--- src/jsig_pkg.sv ---
// ----------------------------------------------------------------------------
// jsig_pkg
// Shared types and constants for the job-shop instance generator: stream
// constants, limits, the sequencer states and the interface structs.
// ----------------------------------------------------------------------------
package jsig_pkg;

  localparam int unsigned MaxJobs     = 128;
  localparam int unsigned MaxMachines = 32;

  localparam int unsigned SeedW = 31;
  localparam int unsigned MulBW = 15;
  localparam int unsigned ProdW = SeedW + MulBW;
  localparam int unsigned JobW  = 8;
  localparam int unsigned McntW = 6;
  localparam int unsigned DurW  = 8;
  localparam int unsigned RowAw = $clog2(MaxMachines);
  localparam int unsigned CfgIw = 3;

  localparam logic [MulBW-1:0] LcgMul = MulBW'(16807);
  localparam logic [SeedW-1:0] LcgMod = SeedW'(2147483647);

  localparam logic [SeedW-1:0] TimeSeedRst = SeedW'(840612802);
  localparam logic [SeedW-1:0] MachSeedRst = SeedW'(398197754);
  localparam logic [JobW-1:0]  JobCntRst   = JobW'(15);
  localparam logic [McntW-1:0] MachCntRst  = McntW'(15);
  localparam logic [DurW-1:0]  DurMinRst   = DurW'(1);
  localparam logic [DurW-1:0]  DurMaxRst   = DurW'(99);

  typedef enum logic [CfgIw-1:0] {
    CFG_TIME_SEED = 3'd0,
    CFG_MACH_SEED = 3'd1,
    CFG_JOB_CNT   = 3'd2,
    CFG_MACH_CNT  = 3'd3,
    CFG_DUR_MIN   = 3'd4,
    CFG_DUR_MAX   = 3'd5
  } cfg_idx_e;

  typedef enum logic [3:0] {
    ST_IDLE,
    ST_INIT,
    ST_TM,
    ST_TF,
    ST_MF,
    ST_TQ,
    ST_MQ,
    ST_RD,
    ST_EMIT
  } state_e;

  typedef struct packed {
    logic [SeedW-1:0] dur_seed;
    logic [SeedW-1:0] mach_seed;
    logic [JobW-1:0]  job_cnt;
    logic [McntW-1:0] mach_cnt;
    logic [DurW-1:0]  dur_min;
    logic [DurW-1:0]  dur_max;
  } cfg_t;

  typedef struct packed {
    logic             en;
    logic [SeedW-1:0] a;
    logic [MulBW-1:0] b;
  } mul_req_t;

  typedef struct packed {
    logic [SeedW-1:0] residue;
    logic [DurW-1:0]  quotient;
  } fold_t;

endpackage

--- src/jsig_arith.sv ---
// ----------------------------------------------------------------------------
// jsig_arith
// Shared arithmetic unit: one registered 31x15 multiplier followed by a
// Mersenne fold that yields both the residue mod 2^31-1 and the quotient.
// ----------------------------------------------------------------------------
module jsig_arith (
  input  logic                clk_i,
  input  jsig_pkg::mul_req_t  req_i,
  output jsig_pkg::fold_t     fold_o
);

  logic [jsig_pkg::ProdW-1:0] prod_q;
  logic [jsig_pkg::MulBW-1:0] hi;
  logic [jsig_pkg::SeedW-1:0] lo;
  logic [jsig_pkg::SeedW:0]   sum;
  logic [jsig_pkg::SeedW:0]   sub;
  logic                       ge;

  always_ff @(posedge clk_i) begin
    if (req_i.en) begin
      prod_q <= jsig_pkg::ProdW'(req_i.a) * jsig_pkg::ProdW'(req_i.b);
    end
  end

  // p = hi*2^31 + lo, so p mod (2^31-1) and p div (2^31-1) follow from hi + lo
  assign hi  = prod_q[jsig_pkg::ProdW-1:jsig_pkg::SeedW];
  assign lo  = prod_q[jsig_pkg::SeedW-1:0];
  assign sum = {1'b0, lo} + (jsig_pkg::SeedW+1)'(hi);
  assign ge  = (sum >= {1'b0, jsig_pkg::LcgMod});
  assign sub = sum - {1'b0, jsig_pkg::LcgMod};

  assign fold_o.residue  = ge ? sub[jsig_pkg::SeedW-1:0] : sum[jsig_pkg::SeedW-1:0];
  assign fold_o.quotient = hi[jsig_pkg::DurW-1:0] + jsig_pkg::DurW'(ge);

endmodule

--- src/jsig_ctrl.sv ---
// ----------------------------------------------------------------------------
// jsig_ctrl
// Sequencer: holds both streams, the job counter and the machine row, drives
// the shared arithmetic unit and emits one word per operation, or an exhausted word.
// ----------------------------------------------------------------------------
module jsig_ctrl (
  input  logic                          clk_i,
  input  logic                          rst_ni,
  input  jsig_pkg::cfg_t                cfg_i,
  input  logic                          start_i,
  input  logic                          restart_i,
  output logic                          busy_o,
  output jsig_pkg::mul_req_t            mul_req_o,
  input  jsig_pkg::fold_t               fold_i,
  output logic                          result_valid_o,
  output logic [6:0]                    job_index_o,
  output logic [4:0]                    op_index_o,
  output logic [jsig_pkg::DurW-1:0]     duration_o,
  output logic [4:0]                    machine_o,
  output logic                          last_op_o,
  output logic                          last_job_o,
  output logic                          exhausted_o
);

  jsig_pkg::state_e state_q, state_d;

  logic [jsig_pkg::SeedW-1:0] time_q, mach_q;
  logic [jsig_pkg::JobW-1:0]  next_job_q;
  logic [jsig_pkg::RowAw-1:0] op_q, k_q;
  logic [jsig_pkg::DurW-1:0]  dur_q;
  logic [jsig_pkg::RowAw-1:0] rd_i_q, rd_k_q;
  logic [jsig_pkg::RowAw-1:0] row_mem [jsig_pkg::MaxMachines];

  logic                       valid_q, valid_d;
  logic [6:0]                 job_o_q;
  logic [4:0]                 op_o_q;
  logic [jsig_pkg::DurW-1:0]  dur_o_q;
  logic [4:0]                 mach_o_q;
  logic                       last_op_q, last_job_q, exh_q;

  logic [jsig_pkg::JobW-1:0]  n_eff;
  logic [jsig_pkg::McntW-1:0] m_eff;
  logic [jsig_pkg::DurW:0]    span;
  logic [jsig_pkg::McntW-1:0] m_left;
  logic                       op_last, exh_now, accept;

  logic                       mem_we, mem_re;
  logic [jsig_pkg::RowAw-1:0] mem_wa, mem_wd;

  // effective configuration
  always_comb begin
    if (cfg_i.job_cnt == '0) begin
      n_eff = jsig_pkg::JobW'(1);
    end else if (cfg_i.job_cnt > jsig_pkg::JobW'(jsig_pkg::MaxJobs)) begin
      n_eff = jsig_pkg::JobW'(jsig_pkg::MaxJobs);
    end else begin
      n_eff = cfg_i.job_cnt;
    end
    if (cfg_i.mach_cnt == '0) begin
      m_eff = jsig_pkg::McntW'(1);
    end else if (cfg_i.mach_cnt > jsig_pkg::McntW'(jsig_pkg::MaxMachines)) begin
      m_eff = jsig_pkg::McntW'(jsig_pkg::MaxMachines);
    end else begin
      m_eff = cfg_i.mach_cnt;
    end
    span = (cfg_i.dur_max >= cfg_i.dur_min) ?
           ({1'b0, cfg_i.dur_max} - {1'b0, cfg_i.dur_min} + (jsig_pkg::DurW+1)'(1)) :
           (jsig_pkg::DurW+1)'(1);
  end

  assign m_left  = m_eff - jsig_pkg::McntW'(op_q);
  assign op_last = (jsig_pkg::McntW'(op_q) == (m_eff - jsig_pkg::McntW'(1)));
  assign busy_o  = (state_q != jsig_pkg::ST_IDLE);
  assign accept  = start_i && !busy_o;
  assign exh_now = !restart_i && (next_job_q >= n_eff);
  assign valid_d = (state_q == jsig_pkg::ST_EMIT) || (accept && exh_now);

  // next state
  always_comb begin
    state_d = state_q;
    unique case (state_q)
      jsig_pkg::ST_IDLE: begin
        if (start_i && !exh_now) begin
          state_d = jsig_pkg::ST_INIT;
        end
      end
      jsig_pkg::ST_INIT: begin
        if (op_last) begin
          state_d = jsig_pkg::ST_TM;
        end
      end
      jsig_pkg::ST_TM:   state_d = jsig_pkg::ST_TF;
      jsig_pkg::ST_TF:   state_d = jsig_pkg::ST_MF;
      jsig_pkg::ST_MF:   state_d = jsig_pkg::ST_TQ;
      jsig_pkg::ST_TQ:   state_d = jsig_pkg::ST_MQ;
      jsig_pkg::ST_MQ:   state_d = jsig_pkg::ST_RD;
      jsig_pkg::ST_RD:   state_d = jsig_pkg::ST_EMIT;
      jsig_pkg::ST_EMIT: begin
        state_d = op_last ? jsig_pkg::ST_IDLE : jsig_pkg::ST_TM;
      end
      default:           state_d = jsig_pkg::ST_IDLE;
    endcase
  end

  // unit and memory controls
  always_comb begin
    mul_req_o = '0;
    mem_we    = 1'b0;
    mem_re    = 1'b0;
    mem_wa    = op_q;
    mem_wd    = op_q;
    unique case (state_q)
      jsig_pkg::ST_INIT: begin
        mem_we = 1'b1;
      end
      jsig_pkg::ST_TM: begin
        mul_req_o = '{en: 1'b1, a: time_q, b: jsig_pkg::LcgMul};
      end
      jsig_pkg::ST_TF: begin
        mul_req_o = '{en: 1'b1, a: mach_q, b: jsig_pkg::LcgMul};
      end
      jsig_pkg::ST_MF: begin
        mul_req_o = '{en: 1'b1, a: time_q, b: jsig_pkg::MulBW'(span)};
      end
      jsig_pkg::ST_TQ: begin
        mul_req_o = '{en: 1'b1, a: mach_q, b: jsig_pkg::MulBW'(m_left)};
      end
      jsig_pkg::ST_RD: begin
        mem_re = 1'b1;
      end
      jsig_pkg::ST_EMIT: begin
        mem_we = 1'b1;
        mem_wa = k_q;
        mem_wd = rd_i_q;
      end
      default: begin
      end
    endcase
  end

  always_ff @(posedge clk_i) begin
    if (mem_we) begin
      row_mem[mem_wa] <= mem_wd;
    end
    if (mem_re) begin
      rd_i_q <= row_mem[op_q];
      rd_k_q <= row_mem[k_q];
    end
  end

  always_ff @(posedge clk_i or negedge rst_ni) begin
    if (!rst_ni) begin
      state_q    <= jsig_pkg::ST_IDLE;
      time_q     <= jsig_pkg::TimeSeedRst;
      mach_q     <= jsig_pkg::MachSeedRst;
      next_job_q <= '0;
      op_q       <= '0;
      valid_q    <= 1'b0;
    end else begin
      state_q <= state_d;
      valid_q <= valid_d;
      unique case (state_q)
        jsig_pkg::ST_IDLE: begin
          op_q <= '0;
          if (start_i) begin
            if (restart_i) begin
              time_q     <= cfg_i.dur_seed;
              mach_q     <= cfg_i.mach_seed;
              next_job_q <= '0;
            end
          end
        end
        jsig_pkg::ST_INIT: begin
          op_q <= op_last ? '0 : op_q + jsig_pkg::RowAw'(1);
        end
        jsig_pkg::ST_TF: time_q <= fold_i.residue;
        jsig_pkg::ST_MF: mach_q <= fold_i.residue;
        jsig_pkg::ST_EMIT: begin
          op_q    <= op_q + jsig_pkg::RowAw'(1);
          if (op_last) begin
            next_job_q <= next_job_q + jsig_pkg::JobW'(1);
          end
        end
        default: begin
        end
      endcase
    end
  end

  // payload
  always_ff @(posedge clk_i) begin
    if (state_q == jsig_pkg::ST_TQ) begin
      dur_q <= cfg_i.dur_min + fold_i.quotient;
    end
    if (state_q == jsig_pkg::ST_MQ) begin
      k_q <= op_q + fold_i.quotient[jsig_pkg::RowAw-1:0];
    end
    if (accept && exh_now) begin
      job_o_q    <= '0;
      op_o_q     <= '0;
      dur_o_q    <= '0;
      mach_o_q   <= '0;
      last_op_q  <= 1'b0;
      last_job_q <= 1'b0;
      exh_q      <= 1'b1;
    end else if (state_q == jsig_pkg::ST_EMIT) begin
      job_o_q    <= next_job_q[6:0];
      op_o_q     <= 5'(op_q);
      dur_o_q    <= dur_q;
      mach_o_q   <= 5'(rd_k_q);
      last_op_q  <= op_last;
      last_job_q <= (next_job_q == (n_eff - jsig_pkg::JobW'(1)));
      exh_q      <= 1'b0;
    end
  end

  assign result_valid_o = valid_q;
  assign job_index_o    = job_o_q;
  assign op_index_o     = op_o_q;
  assign duration_o     = dur_o_q;
  assign machine_o      = mach_o_q;
  assign last_op_o      = last_op_q;
  assign last_job_o     = last_job_q;
  assign exhausted_o    = exh_q;

`ifndef SYNTHESIS
  a_swap_in_range: assert property (@(posedge clk_i) disable iff (!rst_ni)
    (state_q == jsig_pkg::ST_RD) |->
      (k_q >= op_q) && (jsig_pkg::McntW'(k_q) < m_eff))
    else $error("swap index outside the unshuffled part of the row");

  a_stream_reduced: assert property (@(posedge clk_i) disable iff (!rst_ni)
    (state_q == jsig_pkg::ST_TQ) |-> (time_q != jsig_pkg::LcgMod) &&
      (mach_q != jsig_pkg::LcgMod))
    else $error("stream not reduced below the modulus");

  a_op_word_source: assert property (@(posedge clk_i) disable iff (!rst_ni)
    (valid_q && !exh_q) |-> $past(state_q == jsig_pkg::ST_EMIT))
    else $error("operation word without an emit step");

  a_exh_word_source: assert property (@(posedge clk_i) disable iff (!rst_ni)
    (valid_q && exh_q) |-> $past(start_i && !restart_i && !busy_o))
    else $error("exhausted word without a request");

  a_job_done_idle: assert property (@(posedge clk_i) disable iff (!rst_ni)
    (state_q == jsig_pkg::ST_EMIT && op_last) |=> (state_q == jsig_pkg::ST_IDLE))
    else $error("sequencer did not return to idle after the last operation");
`endif

endmodule

--- src/job_shop_instance_generator_top.sv ---
// ----------------------------------------------------------------------------
// job_shop_instance_generator_top
// Job-shop instance generator: one job per request, one word per operation,
// two minimal-standard streams and a shuffled machine row.
//
//   channel   signals                                    direction
//   request   start_i, busy_o, restart_i                 in, busy_o out
//   result    result_valid_o, job_index_o .. exhausted_o out, one-cycle strobe
//   config    cfg_we_i, cfg_idx_i, cfg_data_i            in, write only
//
// a job of m operations first lays down the identity row, then runs each
// operation through the TM, TF, MF, TQ, MQ, RD and EMIT states on the shared multiplier and fold unit
// an exhausted request answers in the next cycle with busy low
// busy is high for the whole job; results leave on a strobe and cannot stall
// reset loads the default registers and streams and clears the job counter
// ----------------------------------------------------------------------------
module job_shop_instance_generator_top (
  input  logic                          clk_i,
  input  logic                          rst_ni,
  input  logic                          cfg_we_i,
  input  logic [jsig_pkg::CfgIw-1:0]    cfg_idx_i,
  input  logic [jsig_pkg::SeedW-1:0]    cfg_data_i,
  input  logic                          start_i,
  input  logic                          restart_i,
  output logic                          busy_o,
  output logic                          result_valid_o,
  output logic [6:0]                    job_index_o,
  output logic [4:0]                    op_index_o,
  output logic [jsig_pkg::DurW-1:0]     duration_o,
  output logic [4:0]                    machine_o,
  output logic                          last_op_o,
  output logic                          last_job_o,
  output logic                          exhausted_o
);

  jsig_pkg::cfg_t     cfg_q;
  jsig_pkg::mul_req_t mul_req;
  jsig_pkg::fold_t    fold;

  always_ff @(posedge clk_i or negedge rst_ni) begin
    if (!rst_ni) begin
      cfg_q <= '{dur_seed:  jsig_pkg::TimeSeedRst,
                 mach_seed: jsig_pkg::MachSeedRst,
                 job_cnt:   jsig_pkg::JobCntRst,
                 mach_cnt:  jsig_pkg::MachCntRst,
                 dur_min:   jsig_pkg::DurMinRst,
                 dur_max:   jsig_pkg::DurMaxRst};
    end else if (cfg_we_i) begin
      unique case (cfg_idx_i)
        jsig_pkg::CFG_TIME_SEED: cfg_q.dur_seed  <= cfg_data_i;
        jsig_pkg::CFG_MACH_SEED: cfg_q.mach_seed <= cfg_data_i;
        jsig_pkg::CFG_JOB_CNT:   cfg_q.job_cnt   <= cfg_data_i[jsig_pkg::JobW-1:0];
        jsig_pkg::CFG_MACH_CNT:  cfg_q.mach_cnt  <= cfg_data_i[jsig_pkg::McntW-1:0];
        jsig_pkg::CFG_DUR_MIN:   cfg_q.dur_min   <= cfg_data_i[jsig_pkg::DurW-1:0];
        jsig_pkg::CFG_DUR_MAX:   cfg_q.dur_max   <= cfg_data_i[jsig_pkg::DurW-1:0];
        default: begin
        end
      endcase
    end
  end

  jsig_arith u_arith (
    .clk_i  (clk_i),
    .req_i  (mul_req),
    .fold_o (fold)
  );

  jsig_ctrl u_ctrl (
    .clk_i          (clk_i),
    .rst_ni         (rst_ni),
    .cfg_i          (cfg_q),
    .start_i        (start_i),
    .restart_i      (restart_i),
    .busy_o         (busy_o),
    .mul_req_o      (mul_req),
    .fold_i         (fold),
    .result_valid_o (result_valid_o),
    .job_index_o    (job_index_o),
    .op_index_o     (op_index_o),
    .duration_o     (duration_o),
    .machine_o      (machine_o),
    .last_op_o      (last_op_o),
    .last_job_o     (last_job_o),
    .exhausted_o    (exhausted_o)
  );

endmodule
--- config.mk ---
export PLATFORM = sky130hd
export DESIGN_NAME = job_shop_instance_generator_top
export DESIGN_NICKNAME = d
export VERILOG_FILES = /design/src/jsig_pkg.sv /design/src/jsig_arith.sv /design/src/jsig_ctrl.sv /design/src/job_shop_instance_generator_top.sv
export SDC_FILE = /design/constraint.sdc
export NUM_CORES = 2
export LEC_CHECK = 0
export ABC_AREA = 0
export BUFFER_PORTS_ARGS = -buffer_cell sky130_fd_sc_hd__buf_4
export CAP_MARGIN = 20
export CORE_ASPECT_RATIO = 0.8
export CORE_MARGIN = 5
export CORE_UTILIZATION = 55
export DETAILED_ROUTE_END_ITERATION = 12
export PLACE_DENSITY = 0.79
export SLEW_MARGIN = 20
export SYNTH_ARGS = -nofsm -noshare
export SYNTH_HDL_FRONTEND = slang
export SYNTH_HIERARCHICAL = 1
export SYNTH_SLANG_ARGS = --single-unit
--- constraint.sdc ---
create_clock -name clk_i -period 13.9 [get_ports clk_i]
set_input_delay 0.695 -clock clk_i [delete_from_list [all_inputs] [get_ports clk_i]]
set_output_delay 0.695 -clock clk_i [all_outputs]
set_load 0.05 [all_outputs]
Word level (Yosys, flattened, before mapping)
Memory sizes are Yosys's and may differ from the RTL's. A register that Yosys moved wholly into a read port is not among the register bits.
Cells that the tools add are included.

storage, ports and cells
  register bits = 259
  memory bits (writable) = 160
  bits of input ports = 39
  output and inout bits = 30
  logic and storage cells = 118
  memories kept = 1

memory list
  name            words  bits a word  read ports  clocked after memory_dff  write ports  line             RTL
  u_ctrl.row_mem  32     5            2           2                         1            jsig_ctrl.sv:32  logic [jsig_pkg::RowAw-1:0] row_mem [jsig_pkg::MaxMachines];

operators by class
  add/subtract/negate cells = 12
  multipliers = 1
  $lt $le $gt $ge = 5
  equal/unequal tests = 20
  multiplexer cells = 29
  reduce and logical (&&, ||, !) cells = 28

operators by type and width
  operator                                                                 number
  47-bit one-hot mux with 4 select lines                                   1
  31-bit two-way mux                                                       5
  31-bit one-hot mux with 2 select lines                                   2
  31-bit by 15-bit multiplier with 46-bit output                           1
  8-bit two-way mux                                                        5
  4-bit one-hot mux with 9 select lines                                    1
  31-bit by 15-bit adder with 32-bit output                                1
  32-bit by 31-bit >= comparator with 1-bit output, second input constant  1
  31-bit subtractor, second input constant                                 1
  4-bit by 3-bit equality test with 1-bit output, second input constant    4
  8-bit >= comparator                                                      2
  8-bit one-hot mux with 2 select lines                                    1
  5-bit two-way mux                                                        3
  5-bit one-hot mux with 3 select lines                                    1
  2-bit AND reduction                                                      7
  6-bit two-way mux                                                        2
  9-bit by 1-bit adder with 9-bit output, second input constant            1
  9-bit two-way mux                                                        1
  8-bit by 8-bit subtractor with 9-bit output                              1
  8-bit by 1-bit adder with 8-bit output                                   1
  8-bit by 1-bit adder with 8-bit output, second input constant            1
  8-bit adder                                                              1
  4-bit by 2-bit equality test with 1-bit output, second input constant    2
  8-bit equality test                                                      1
  other kinds (31)                                                         48

Depth between registers and ports, before layout
  word-level depth = 9
  mapped depth = 34
  depth with buffers taken out = 33

Hierarchy
The synthesis kept the hierarchy.

by module, submodules not included
  module                           times used  cells an instance  area an instance (um^2)  sequential area each (um^2)
  jsig_arith                       1           2058               18247.5                  1381.3
  jsig_ctrl                        1           1245               15378.5                  8097.8
  job_shop_instance_generator_top  1           198                3606.0                   2358.5

Least setup slack after synthesis
Ideal clock, no wire load.

  kind = register to register
  from = reg cfg_q[1] in the netlist's numbering
  to = reg u_arith/prod_q[41] in the netlist's numbering, data pin
  library setup time = 0.263 ns
  arrival time = 8.276 ns
  required time = 13.637 ns
  path slack = 5.361 ns
  stages on the path, launching flop included = 33
  buffers on the path = 1
  clock period less this slack = 8.539 ns
  cell sequence = dfstp_2 inv_1 ha_1 inv_1 ha_1 fa_1 nor2b_1 o21ai_0 a21oi_1 o21a_1 o21a_1 o31ai_1 clkbuf_1 nand2_1 fa_1 fa_1 inv_1 fa_1 fa_1 fa_1 inv_1 fa_1 inv_1 ha_1 nand4_1 a211oi_1 a21oi_1 a2111oi_0 o21ai_0 nand4_1 nand4_1 nor4_1 nor3_1

RTL lines
  item                    line                                   RTL
  from (decl)             job_shop_instance_generator_top.sv:36  jsig_pkg::cfg_t cfg_q;
  from (signal assigned)  job_shop_instance_generator_top.sv:42  cfg_q <= '{dur_seed: jsig_pkg::TimeSeedRst,
  to (signal assigned)    jsig_arith.sv:21                       prod_q <= jsig_pkg::ProdW'(req_i.a) * jsig_pkg::ProdW'(req_i.b);
  to (decl)               jsig_arith.sv:12                       logic [jsig_pkg::ProdW-1:0] prod_q;

==> run_results.csv <==
group,metric,value,unit
run_status,outcome,"finished, final reports clean",
route,avgRoutedWirePerCell,21.36,um
sta,max_freq,107.7,MHz
cts,hold_buffers,0,
sta,rsz0062_at_grt,"false",
setup_path,r2r-end,"u_arith/prod_q[41]",
setup_path,r2r_start,"cfg_q[1]",
route,wirelength,94320,um
setup_path,cp-startpoint,"cfg_q[1]",
global_route,grt_pass1_wl,150800,um
setup_path,required,14.20,ns
sta,finalClockSkew,0.02877,ns
floorplan,die_area,73030,sq um
yosys,synth_cells,3501,
placed_design,hpwl,68860,um
setup_path,path_depth,33,
placed_design,gp_congestion,0.9777,
cells_and_area,multiInputGateArea,23000,sq um
yosys,syn_avg_cell_area,10.63,sq um
job,max-cap-violations,0,
cts,clkSinkCount,429,
cts,post_cts_buffers,0,
sta,worst_slew_pin_slew,1.216,ns
setup_path,crit_end,"u_arith/prod_q[41]",
route,viasPerCell,6.004,
cells_and_area,fillers,5484,
setup_path,arrival,9.58,ns
route,drtAntennaViolNets,0,
floorplan,die_w,300.9,um
cells_and_area,nets,4064,
floorplan,start_util,0.5539,
global_route,antenna_found_initial,3,
cts,cts_resized,0,
cts,cts_root_buffer,"clkbuf_16",
cells_and_area,regArea,11840,sq um
sta,hold_violations,0,
placed_design,portBuffers,68,
cells_and_area,area_delta_synth_final,7.067,%
setup_path,max_stage_delay,0.59,ns
yosys,yosysWarnings,6,
hold_path,hp-class,"input pin to asynchronous set/reset pin",
global_route,grt_pass1_vias,27080,
setup_path,critPathCaptureType,"flip-flop",
sta,setup_violations,0,
setup_path,crit_slowest_cell,"fa_1",
yosys,yosys.cell_count.top_type,"inv_1",
setup_path,ff2ff_path_depth,33,
yosys,synth_edf_count,229,
setup_path,crit_path_frequent_cell,"fa_1",
global_route,grt_max_degree,102,
yosys,synth_top_cell_by_area,"fa_1",
yosys,ys_top_cells_by_area,"fa_1 21%, edfxtp_1 18%, dfrtp_1 6.4%",
sta,final.min_clock_period,9.284,ns
floorplan,ioPinCount,69,
route,drtIter0Drc,2747,
cts,cts_tree,"done",
sta,max_slew_margin,0.1893,
sta,fin_tns_setup,0,ns
cts,clk_pin_slew_worst_paths,0.07,ns
route,drcViolationCount,0,
cts,worstSkewPairLatency,0.57,ns
setup_path,path_buf_inv,7,
yosys,syn_area,37230,sq um
cts,clock_path_buffers,3,
yosys,yosys_most_used_dff,"edfxtp_1",
cts,h-tree-depth,2,
setup_path,critical_path_class,"flip-flop to flip-flop",
floorplan,die_y,242.7,um
setup_path,r2r_slack,4.62,ns
sta,fin_crit_sh,0.6679,
setup_path,cp-start-kind,"flip-flop",
setup_path,crit_family,"adder cells",
cts,cts_buffers,40,
yosys,synth_seq_area_share,0.3179,
yosys,synth_top_cell_area_share,0.2059,
route,drtPass1Iterations,6,
setup_path,crit_fanout,31,
route,vias,26520,
cells_and_area,final_layout_size_suffix_gt1_frac,0.1414,
floorplan,num_rows,85,
yosys,synthTopCellsByCount,"452 x inv_1, 430 x nand2_1, 383 x fa_1",
sta,maxSlewViolCount,0,
yosys,ys_types,95,
global_route,grt_util_all_layers,0.2584,
yosys,async_flop_share,0.4009,
yosys,ys_ff_latch,429,
floorplan,core-area,67210,sq um
global_route,overflow,0,
[cell type report]
cell class / count / share of cell area
multi-input combinational: 2439 / 0.5770
sequential: 429 / 0.2970
inverter: 454 / 0.04275
clock buffer: 53 / 0.02891
tap: 913 / 0.02866
timing repair buffer: 105 / 0.01987
clock inverter: 21 / 0.005681
antenna: 2 / 0.0001255
[cells by family after synthesis]
group / after synthesis / synth area share
and+or+nand+nor: 1085 / 0.1429
buffers and inverters: 637 / 0.06812
adders and majority gates: 556 / 0.2641
AOI/OAI and AO/OA: 451 / 0.08042
DFF: 429 / 0.3179
muxes: 235 / 0.1013
xor gates and xnor gates: 107 / 0.02517
other: 1 / 0.0001007
[registers in the layout, indices dropped and copies added (netlist names), 4 cells and up]
name / count
cfg_q: 92
u_arith/prod_q: 46
u_ctrl/dur_q: 8
u_ctrl/duration_o: 8
u_ctrl/job_index_o: 7
u_ctrl/k_q: 5
u_ctrl/mach_q: 31
u_ctrl/machine_o: 5
u_ctrl/next_job_q: 8
u_ctrl/op_index_o: 5
u_ctrl/op_q: 5
u_ctrl/rd_i_q: 5
u_ctrl/rd_k_q: 5
u_ctrl/row_mem: 160
u_ctrl/state_q: 4
u_ctrl/time_q: 31
[through the flow]
step / hold WS (ns) / cells / utilization / worst slack [ns] / area [sq um]
after floorplan: 0.3994 / 3505 / - / 5.361 / 37250
after CTS: 0.2649 / 4413 / 0.5928 / 4.698 / 39850
final: 0.2301 / 4416 / 0.5931 / 4.616 / 39860
after detailed placement: 0.4449 / 4339 / 0.5723 / 4.745 / 38470
after global placement: 0.4351 / 4339 / 0.5723 / 4.877 / 38470
after global routing: 0.2963 / 4416 / 0.5931 / 4.058 / 39860
[worst min path at each step]
stage                             from                 end  depth (start not counted)
global route                    rst_ni           cfg_q[28]                          1
finish                          rst_ni           cfg_q[28]                          1
detailed placement  u_ctrl/exhausted_o  u_ctrl/exhausted_o                          1
CTS                             rst_ni           cfg_q[28]                          1
floorplan                       rst_ni           cfg_q[10]                          0
global placement    u_ctrl/exhausted_o  u_ctrl/exhausted_o                          1
[layer usage]
| layer | share of wire | GRT usage | vias up |
|---|---|---|---|
| met2 | 0.44 | 0.3857 | 1342 |
| met3 | 0.11 | 0.07058 | 186 |
| met1 | 0.43 | 0.3818 | 13330 |
| met4 | 0.025 | 0.05996 | 2 |
| met5 | 0.00011 | 0 | - |
| li1 | - | - | 11660 |
[placed cells by master (no fill, tap or decap), types with 14 or more instances in the layout]
master     count
inv_1        452
nand2_1      428
fa_1         383
and2_1       267
edfxtp_1     229
nor2_1       178
ha_1         173
a21oi_1      144
buf_4        103
mux4_2       100
dfrtp_1       93
mux2_2        88
dfstp_2       77
xnor2_1       66
o21ai_0       51
clkbuf_16     42
xor2_1        41
nand3_1       40
a21o_1        36
a31oi_1       36
nor3_1        35
mux2i_1       35
a22o_1        32
dfxtp_1       28
nand4_1       20
a211oi_1      19
and3_1        16
o21a_1        16
nor2b_1       15
or3_1         14
nand2b_1      14
[worst reg2reg max path, delay by kind of cell (launching register included)]
kind | cells | cell delay, ns
adders and majority gates | 10 | 4.46
and+or+nand+nor | 7 | 1.29
buffers and inverters | 7 | 0.87
DFF | 1 | 0.54
AOI/OAI and AO/OA | 9 | 1.87
Power is left out: the tool's default activity adds up to more than one toggle a clock period on the data nets, which glitch-free logic cannot reach.
